<file path="config.mk">
export PLATFORM = sky130hd
export DESIGN_NAME = token_boundary_detector_unit
export DESIGN_NICKNAME = d
export VERILOG_FILES = /design/src/rtl/core/tbd_pkg.sv /design/src/rtl/core/tbd_step.sv /design/src/rtl/core/token_boundary_detector_unit.sv
export VERILOG_INCLUDE_DIRS = /design/src /design/src/rtl/core
export SDC_FILE = /design/constraint.sdc
export NUM_CORES = 1
export LEC_CHECK = 0
export BUFFER_PORTS_ARGS = -buffer_cell sky130_fd_sc_hd__buf_2
export CAP_MARGIN = 0
export CORE_MARGIN = 2
export CORE_UTILIZATION = 35
export DETAILED_ROUTE_END_ITERATION = 12
export PLACE_DENSITY_LB_ADDON = 0.3
export SETUP_SLACK_MARGIN = 0.1
export SLEW_MARGIN = 10
export SYNTH_ARGS = -nofsm -noshare
export SYNTH_HDL_FRONTEND = slang
export SYNTH_SLANG_ARGS = --single-unit
</file>
<file path="constraint.sdc">
create_clock -name i_clk -period 21 [get_ports i_clk]
set_input_delay 5.25 -clock i_clk [delete_from_list [all_inputs] [get_ports i_clk]]
set_output_delay 5.25 -clock i_clk [all_outputs]
set_load 0.02 [all_outputs]
</file>
<file path="src/rtl/core/token_boundary_detector_unit_assert.svh">
// assertion helpers for the token boundary detector
`ifndef TOKEN_BOUNDARY_DETECTOR_UNIT_ASSERT_SVH
`define TOKEN_BOUNDARY_DETECTOR_UNIT_ASSERT_SVH

// same-cycle implication, checked out of reset
`define TBD_ASSERT_IMP(lbl, ante, cons, msg) \
    lbl: assert property (@(posedge i_clk) disable iff (!i_rst_n) (ante) |-> (cons)) \
        else $error(msg);

// next-cycle implication, checked out of reset
`define TBD_ASSERT_NEXT(lbl, ante, cons, msg) \
    lbl: assert property (@(posedge i_clk) disable iff (!i_rst_n) (ante) |=> (cons)) \
        else $error(msg);

`endif

</file>
<file path="src/rtl/core/tbd_pkg.sv">
`default_nettype none

package tbd_pkg;

    // special characters
    localparam logic [7:0] CH_QUOTE     = 8'h22;
    localparam logic [7:0] CH_BACKSLASH = 8'h5C;
    localparam logic [7:0] CH_EQUALS    = 8'h3D;

    // token kinds
    localparam logic [1:0] KIND_IDENT  = 2'd0;
    localparam logic [1:0] KIND_INT    = 2'd1;
    localparam logic [1:0] KIND_STRING = 2'd2;
    localparam logic [1:0] KIND_OTHER  = 2'd3;

    typedef struct packed {
        logic [7:0] char_code;
        logic       end_of_input;
    } t_in_item;

    typedef struct packed {
        logic [1:0]  token_kind;
        logic [31:0] token_start;
        logic [15:0] token_length;
        logic        length_saturated;
        logic        unterminated;
    } t_out_item;

    // pending-token context handed to the decision logic
    typedef struct packed {
        logic [7:0] prev_char;
        logic       pending;
        logic       len_ge2;
        logic       starts_quote;
        logic       bs_before_last_odd;
        logic       seen_letter;
        logic       seen_digit;
    } t_ctx;

    // boundary decision for one character
    typedef struct packed {
        logic       emit;
        logic       clear;
        logic [1:0] kind;
        logic       unterm;
        logic       seen_letter;
        logic       seen_digit;
    } t_decision;

endpackage

`default_nettype wire

</file>
<file path="src/rtl/core/tbd_step.sv">
`default_nettype none

module tbd_step
    import tbd_pkg::*;
(
    input  wire t_in_item  i_item,
    input  wire t_ctx      i_ctx,
    output t_decision      o_dec
);

    function automatic logic is_space(input logic [7:0] c);
        return ((c >= 8'd9) && (c <= 8'd13)) || (c == 8'd32);
    endfunction

    function automatic logic is_letter(input logic [7:0] c);
        return ((c >= 8'd65) && (c <= 8'd90)) || ((c >= 8'd97) && (c <= 8'd122));
    endfunction

    function automatic logic is_digit(input logic [7:0] c);
        return (c >= 8'd48) && (c <= 8'd57);
    endfunction

    function automatic logic is_punct(input logic [7:0] c);
        return (c >= 8'd33) && (c <= 8'd126) && !is_letter(c) && !is_digit(c);
    endfunction

    logic       w_last_letter;
    logic       w_last_digit;
    logic       w_seen_letter;
    logic       w_seen_digit;
    logic       w_closed;
    logic [1:0] w_flag_kind;
    logic [7:0] w_c;
    logic [7:0] w_p;

    assign w_c = i_item.char_code;
    assign w_p = i_ctx.prev_char;

    // last buffered character is only marked once it is known to stay
    assign w_last_letter = is_letter(w_p);
    assign w_last_digit  = is_digit(w_p);
    assign w_seen_letter = i_ctx.seen_letter | (i_ctx.pending & w_last_letter);
    assign w_seen_digit  = i_ctx.seen_digit | (i_ctx.pending & w_last_digit);

    // closing quote, not escaped, and not the opening quote on its own
    assign w_closed = i_ctx.len_ge2 && (w_p == CH_QUOTE) && !i_ctx.bs_before_last_odd;

    always_comb begin
        if (w_seen_letter) begin
            w_flag_kind = KIND_IDENT;
        end else if (w_seen_digit) begin
            w_flag_kind = KIND_INT;
        end else begin
            w_flag_kind = KIND_OTHER;
        end
    end

    always_comb begin
        o_dec.emit        = 1'b0;
        o_dec.clear       = 1'b0;
        o_dec.kind        = i_ctx.starts_quote ? KIND_STRING : w_flag_kind;
        o_dec.unterm      = 1'b0;
        o_dec.seen_letter = w_seen_letter;
        o_dec.seen_digit  = w_seen_digit;
        if (i_ctx.pending) begin
            if (i_item.end_of_input) begin
                o_dec.clear  = 1'b1;
                o_dec.emit   = i_ctx.starts_quote || !is_space(w_p);
                o_dec.unterm = i_ctx.starts_quote && !w_closed;
            end else if (i_ctx.starts_quote) begin
                o_dec.emit  = w_closed;
                o_dec.clear = w_closed;
            end else if (is_space(w_p)) begin
                o_dec.clear = 1'b1;
            end else if (is_space(w_c)) begin
                o_dec.emit  = 1'b1;
                o_dec.clear = 1'b1;
            end else if (is_punct(w_c)) begin
                // '=' after punctuation extends the operator
                if (!(is_punct(w_p) && (w_c == CH_EQUALS))) begin
                    o_dec.emit  = 1'b1;
                    o_dec.clear = 1'b1;
                end
            end else if ((is_letter(w_c) || is_digit(w_c)) && is_punct(w_p)) begin
                o_dec.emit  = 1'b1;
                o_dec.clear = 1'b1;
            end
        end
    end

endmodule

`default_nettype wire

</file>
<file path="src/rtl/core/token_boundary_detector_unit.sv">
`default_nettype none

// channel   direction  payload      handshake
// -------   ---------  -----------  -------------------------------
// in        input      t_in_item    i_in_valid / o_in_ready
// out       output     t_out_item   o_out_valid / i_out_ready
//
// one character per cycle while o_in_ready is high: each transfer is classified and the
// pending token updated in the same cycle, the result lands in the output register, or in
// the skid entry while the output is held; at most one result per transfer
// a two-entry output buffer (output register plus skid) keeps o_in_ready
// registered, it drops only while both entries are held by a stalled sink
// synchronous active-low reset empties the token buffer and the output

module token_boundary_detector_unit
    import tbd_pkg::*;
#(
    parameter int LENGTH_BITS = 16,
    parameter int OFFSET_BITS = 32
) (
    input  wire       i_clk,
    input  wire       i_rst_n,
    input  wire       i_in_valid,
    output logic      o_in_ready,
    input  wire t_in_item  i_in_data,
    output logic      o_out_valid,
    input  wire       i_out_ready,
    output t_out_item o_out_data
);

    // pending token state
    logic [LENGTH_BITS-1:0] r_len,    n_len;
    logic [OFFSET_BITS-1:0] r_start,  n_start;
    logic [OFFSET_BITS-1:0] r_offset, n_offset;
    logic [7:0]             r_prev,   n_prev;
    logic                   r_swq,    n_swq;
    logic                   r_bs_odd, n_bs_odd;
    logic                   r_bbl_odd, n_bbl_odd;
    logic                   r_seen_letter, n_seen_letter;
    logic                   r_seen_digit,  n_seen_digit;
    logic                   r_ovf,    n_ovf;

    // output buffer
    t_out_item r_out;
    t_out_item r_skid;
    logic      r_out_valid;
    logic      r_skid_valid;

    logic                   w_fire;
    logic                   w_take;
    t_ctx                   w_ctx;
    t_decision              w_dec;
    t_out_item              w_res;
    logic [LENGTH_BITS-1:0] w_len_after;
    logic                   w_ovf_after;
    logic                   w_run_after;
    logic [LENGTH_BITS+15:0] w_len_ext;
    logic [OFFSET_BITS+31:0] w_start_ext;

    assign o_in_ready  = !r_skid_valid;
    assign w_fire      = i_in_valid && o_in_ready;
    assign w_take      = r_out_valid && i_out_ready;
    assign o_out_valid = r_out_valid;
    assign o_out_data  = r_out;

    assign w_ctx.prev_char          = r_prev;
    assign w_ctx.pending            = |r_len;
    assign w_ctx.len_ge2            = |r_len[LENGTH_BITS-1:1];
    assign w_ctx.starts_quote       = r_swq;
    assign w_ctx.bs_before_last_odd = r_bbl_odd;
    assign w_ctx.seen_letter        = r_seen_letter;
    assign w_ctx.seen_digit         = r_seen_digit;

    tbd_step u_step (
        .i_item (i_in_data),
        .i_ctx  (w_ctx),
        .o_dec  (w_dec)
    );

    // result fields are reported modulo their port widths
    assign w_len_ext   = {16'd0, r_len};
    assign w_start_ext = {32'd0, r_start};

    always_comb begin
        w_res.token_kind       = w_dec.kind;
        w_res.token_start      = w_start_ext[31:0];
        w_res.token_length     = w_len_ext[15:0];
        w_res.length_saturated = r_ovf;
        w_res.unterminated     = w_dec.unterm;
    end

    // state after the boundary decision, before the new character is buffered
    assign w_len_after = w_dec.clear ? '0 : r_len;
    assign w_ovf_after = w_dec.clear ? 1'b0 : r_ovf;
    assign w_run_after = w_dec.clear ? 1'b0 : r_bs_odd;

    always_comb begin
        n_len         = r_len;
        n_start       = r_start;
        n_offset      = r_offset;
        n_prev        = r_prev;
        n_swq         = r_swq;
        n_bs_odd      = r_bs_odd;
        n_bbl_odd     = r_bbl_odd;
        n_seen_letter = r_seen_letter;
        n_seen_digit  = r_seen_digit;
        n_ovf         = r_ovf;
        if (w_fire) begin
            if (i_in_data.end_of_input) begin
                // flush: end mark is not a character, offset does not move
                if (w_dec.clear) begin
                    n_len         = '0;
                    n_swq         = 1'b0;
                    n_bs_odd      = 1'b0;
                    n_bbl_odd     = 1'b0;
                    n_seen_letter = 1'b0;
                    n_seen_digit  = 1'b0;
                    n_ovf         = 1'b0;
                end
            end else begin
                n_seen_letter = w_dec.clear ? 1'b0 : w_dec.seen_letter;
                n_seen_digit  = w_dec.clear ? 1'b0 : w_dec.seen_digit;
                n_swq         = w_dec.clear ? 1'b0 : r_swq;
                if (w_len_after == '0) begin
                    n_start = r_offset;
                    n_swq   = (i_in_data.char_code == CH_QUOTE);
                end
                // length sticks at all ones once the counter is full
                if (&w_len_after) begin
                    n_len = w_len_after;
                    n_ovf = 1'b1;
                end else begin
                    n_len = w_len_after + 1'b1;
                    n_ovf = w_ovf_after;
                end
                n_bbl_odd = w_run_after;
                n_bs_odd  = (i_in_data.char_code == CH_BACKSLASH) ? !w_run_after : 1'b0;
                n_prev    = i_in_data.char_code;
                n_offset  = r_offset + 1'b1;
            end
        end
    end

    always_ff @(posedge i_clk) begin
        if (!i_rst_n) begin
            r_len         <= '0;
            r_start       <= '0;
            r_offset      <= '0;
            r_prev        <= '0;
            r_swq         <= 1'b0;
            r_bs_odd      <= 1'b0;
            r_bbl_odd     <= 1'b0;
            r_seen_letter <= 1'b0;
            r_seen_digit  <= 1'b0;
            r_ovf         <= 1'b0;
        end else begin
            r_len         <= n_len;
            r_start       <= n_start;
            r_offset      <= n_offset;
            r_prev        <= n_prev;
            r_swq         <= n_swq;
            r_bs_odd      <= n_bs_odd;
            r_bbl_odd     <= n_bbl_odd;
            r_seen_letter <= n_seen_letter;
            r_seen_digit  <= n_seen_digit;
            r_ovf         <= n_ovf;
        end
    end

    // output register with skid entry
    always_ff @(posedge i_clk) begin
        if (!i_rst_n) begin
            r_out_valid  <= 1'b0;
            r_skid_valid <= 1'b0;
        end else if (r_skid_valid) begin
            // no new transfer can arrive while the skid entry is full
            if (w_take) begin
                r_skid_valid <= 1'b0;
            end
        end else if (w_fire && w_dec.emit) begin
            if (!r_out_valid || w_take) begin
                r_out_valid <= 1'b1;
            end else begin
                r_skid_valid <= 1'b1;
            end
        end else if (w_take) begin
            r_out_valid <= 1'b0;
        end
    end

    always_ff @(posedge i_clk) begin
        if (r_skid_valid) begin
            if (w_take) begin
                r_out <= r_skid;
            end
        end else if (w_fire && w_dec.emit) begin
            if (!r_out_valid || w_take) begin
                r_out <= w_res;
            end else begin
                r_skid <= w_res;
            end
        end
    end

`include "token_boundary_detector_unit_assert.svh"

    // skid entry only ever fills behind a held output
    `TBD_ASSERT_IMP(a_skid_behind_out, r_skid_valid, r_out_valid, "skid full with empty output")
    // a token is only reported from a non-empty buffer
    `TBD_ASSERT_IMP(a_emit_nonempty, w_fire && w_dec.emit, r_len != '0, "emit from empty buffer")
    // the open-string flag belongs to string tokens only
    `TBD_ASSERT_IMP(a_unterm_string, w_dec.unterm, w_dec.kind == KIND_STRING,
                    "unterminated flag on non-string token")
    // an end mark always leaves the buffer empty
    `TBD_ASSERT_NEXT(a_eoi_flush, w_fire && i_in_data.end_of_input, r_len == '0,
                     "buffer not empty after end mark")

endmodule

`default_nettype wire
</file>
==> flow_summary.json <==
{
  "grt_max_degree": 71,
  "syn_avg_cell_area_sq_um": 11.6,
  "start_kind": "input port",
  "r2r_end": "r_len[15]",
  "min_path_cells": 0,
  "ys_seq_area_frac": 0.598,
  "synth_compound_gate_area_share": 0.0840,
  "synth_xor_area_frac": 0.0249,
  "yosys.area.top_type": "edfxtp_1",
  "synth_nets": 745,
  "hold_end": "r_skid[19]",
  "ant_nets": 0,
  "critical-path-top-delay-family": "simple AND/OR/NAND/NOR gates",
  "maxSlewHeadroom": 0.239,
  "max-vdd-ir-drop_mv": 0.0401,
  "synthSimpleGateAreaFrac": 0.155,
  "hold_path.class": "reg2reg",
  "num_vias": 5562,
  "cts_tree": "built",
  "drt_iter0_markers": 391,
  "cp_cell_sequence": "buf_2, a21bo_2, a21oi_1, o21ai_0, and4b_4, a211oi_4, a21boi_4, o21ai_4, nand2_1, inv_1, ha_1, nand2_1, or2_2, nor2_1, and2_1, nor3_1, nand3_1, or4b_1, o211ai_1",
  "power_density_mw_per_mm2": 81.4,
  "row_count": 56,
  "wl_per_cell_um": 14.9,
  "period_share": 0.418,
  "cts_resized": 0,
  "clk_path_buf_depth": 2,
  "critPathKind": "in2reg",
  "area.growth.synth_to_final_pct": 14.6,
  "pin_count": 67,
  "die-area_sq_mm": 0.0254,
  "tns_ps": 0,
  "synth_mux_area_frac": 0.106,
  "antenna_cells": 0,
  "worst-path-buf-inv": 2,
  "async_flop_share": 0,
  "rsz0062_at_grt": "no",
  "nNetsFinal": 797,
  "hold_start": "r_start[1]",
  "synth_fa_ha_area_frac": 0.00445,
  "grt_first_pass_wirelength_mm": 27.7,
  "ys_types": 64,
  "drive_gt1_frac": 0.222,
  "synth_seq_cells": 200,
  "die_h_um": 159,
  "fmax_ghz": 0.114,
  "synthTopCellsByArea": "edfxtp_1 37%, dfxtp_1 23%, mux2_2 6.8%",
  "syn_area_sq_mm": 0.00843,
  "drc": 0,
  "path_clk_slew_ps": 80,
  "p_leak_nw": 3.53,
  "syn_inst": 729,
  "antenna_found_initial": 0,
  "portBuffers": 66,
  "r2r-start": "r_prev[5]",
  "worst_path_most_repeated_cell": "nand2_1",
  "fin_worst_skew_ps": 16.2,
  "viasPerCell": 5.00,
  "yosysTopAreaCellShare": 0.370,
  "die_w_um": 159,
  "hold_violations": 0,
  "whs_ps": 460,
  "synth_top_family_by_area": "simple AND/OR/NAND/NOR gates",
  "postCtsSetupBuffers": 0,
  "wirelength_mm": 16.6,
  "crit_path_max_fanout": 32,
  "h-tree-depth": 4,
  "r2r_cells": 19,
  "fin_crit_ps": 8780,
  "place.gp.congestion": 0.813,
  "cp.required_ps": 21360,
  "grt-ovfl-total": 0,
  "worstMarginPinSlew_ps": 1140,
  "crit_slowest_cell": "nor3_1",
  "finalMaxSlewViolations": 0,
  "ys.flop_type": "edfxtp_1",
  "clock_sinks": 200,
  "crit_start": "i_in_data[7]",
  "cpPeakStageDelay_ps": 570,
  "r2r_setup_slack_ps": 16700,
  "setup_viol": 0,
  "synth-edff-count": 104,
  "hold_buffers": 0,
  "synthTopCellsByCount": "104 x edfxtp_1, 96 x dfxtp_1, 81 x nor2_1",
  "status": "finished, final reports clean",
  "worstPathArrival_ps": 9140,
  "place_hpwl_mm": 10.6,
  "yosysWarnings": 0,
  "cts_buffers": 17,
  "clk_latency_ps": 440,
  "endpoint_kind": "register",
  "core_area_sq_mm": 0.0235,
  "cap_viol_max_count": 0,
  "grt.total_usage": 0.135,
  "synth.most_common_cell": "edfxtp_1",
  "root_buffer": "clkbuf_16",
  "initial_core_util": 0.358,
  "drtPass1Iterations": 5,
  "first_global_vias": 5259
}
## cell usage in the layout, fill, tap and decap left out, types with 3 or more instances in the layout
master	synthesis	final
edfxtp_1	104	104
dfxtp_1	96	95
nor2_1	81	81
nand2_1	70	70
buf_2	6	66
mux2_2	51	51
mux2i_1	32	32
a21oi_1	28	28
o21ai_0	27	27
nand3_1	23	23
xor2_1	21	21
nand4_1	17	17
and3_1	17	17
clkbuf_16	0	17
nor3_1	14	13
or3_1	10	10
inv_1	10	10
buf_4	3	7
nor4_1	6	6
a31oi_1	5	5
nand2b_1	4	4
a21o_1	4	4
o31ai_1	4	4
and4_1	4	4
inv_8	0	4
clkinv_8	0	4
nand3b_1	3	3
o211ai_1	3	3
o211a_1	3	3
and2_1	3	3
or2_2	3	3
o311ai_0	3	3
nor3b_1	3	3
xnor2_1	3	3
ha_1	3	3
inv_12	0	3
## power by group
| part | internal (W) | switching [W] | total, W |
|---|---|---|---|
| clock network | 0.000164 | 0.000171 | 0.000335 |
| registers | 0.000412 | 0.00000289 | 0.000415 |
| logic | 0.0000114 | 0.0000255 | 0.0000369 |
## metal layers
metal	routed length [um]	part of all wire	up-vias	track usage
met3	592	0.036	14	0.0287
met2	7580	0.46	99	0.212
met4	189	0.011	0	0.0421
met5	0	0	-	0
li1	-	-	2761	-
met1	8210	0.50	2688	0.187
## how the worst max path moves through the flow
stage	end	cells after the start
floorplan	r_skid[0]	9
global placement	r_len[8]	19
detailed placement	r_len[8]	19
CTS	r_len[8]	19
global route	r_len[15]	20
finish	r_len[8]	19
## logic make-up (layout without fill, tap and decap cells)
kind of cell,after synthesis,count (layout)
buf+inv,51,116
compound gates,100,100
fa+ha+maj,3,3
xor+xnor,24,24
simple gates,268,268
mux,83,83
flops,200,200
## sequential cells by signal, indices dropped and copies added (netlist names)
signal and cells:
o_out_data 52, r_skid 52, r_offset 32, r_start 32
r_len 16, r_prev 8, o_out_valid 1, r_bbl_odd 1
r_bs_odd 1, r_ovf 1, r_seen_digit 1, r_seen_letter 1
r_skid_valid 1, r_swq 1
## area by class of cell
cell class                 instances  area (sq um)
fill                            2277         13900
sequential                       200          5050
inverter                          11          41.3
clock buffer                      17           425
clock inverter                    15           191
tap                              319           399
multi-input combinational        478          3180
timing repair buffer              73           383
## per-stage QoR
| stage | cells | utilization | worst slack, ps | cell area (sq um) | power [W] |
|---|---|---|---|---|---|
| after global routing | 1113 | 0.410 | 11850 | 9660 | 0.000817 |
| after global placement | 1081 | 0.384 | 11890 | 9050 | 0.000461 |
| after detailed placement | 1081 | 0.384 | 11800 | 9050 | 0.000461 |
| after floorplan | 729 | - | 10350 | 8430 | 0.000451 |
| after CTS | 1113 | 0.410 | 12260 | 9660 | 0.000797 |
| final | 1113 | 0.410 | 12220 | 9660 | 0.000787 |
Power figures use the tool's default switching activity.
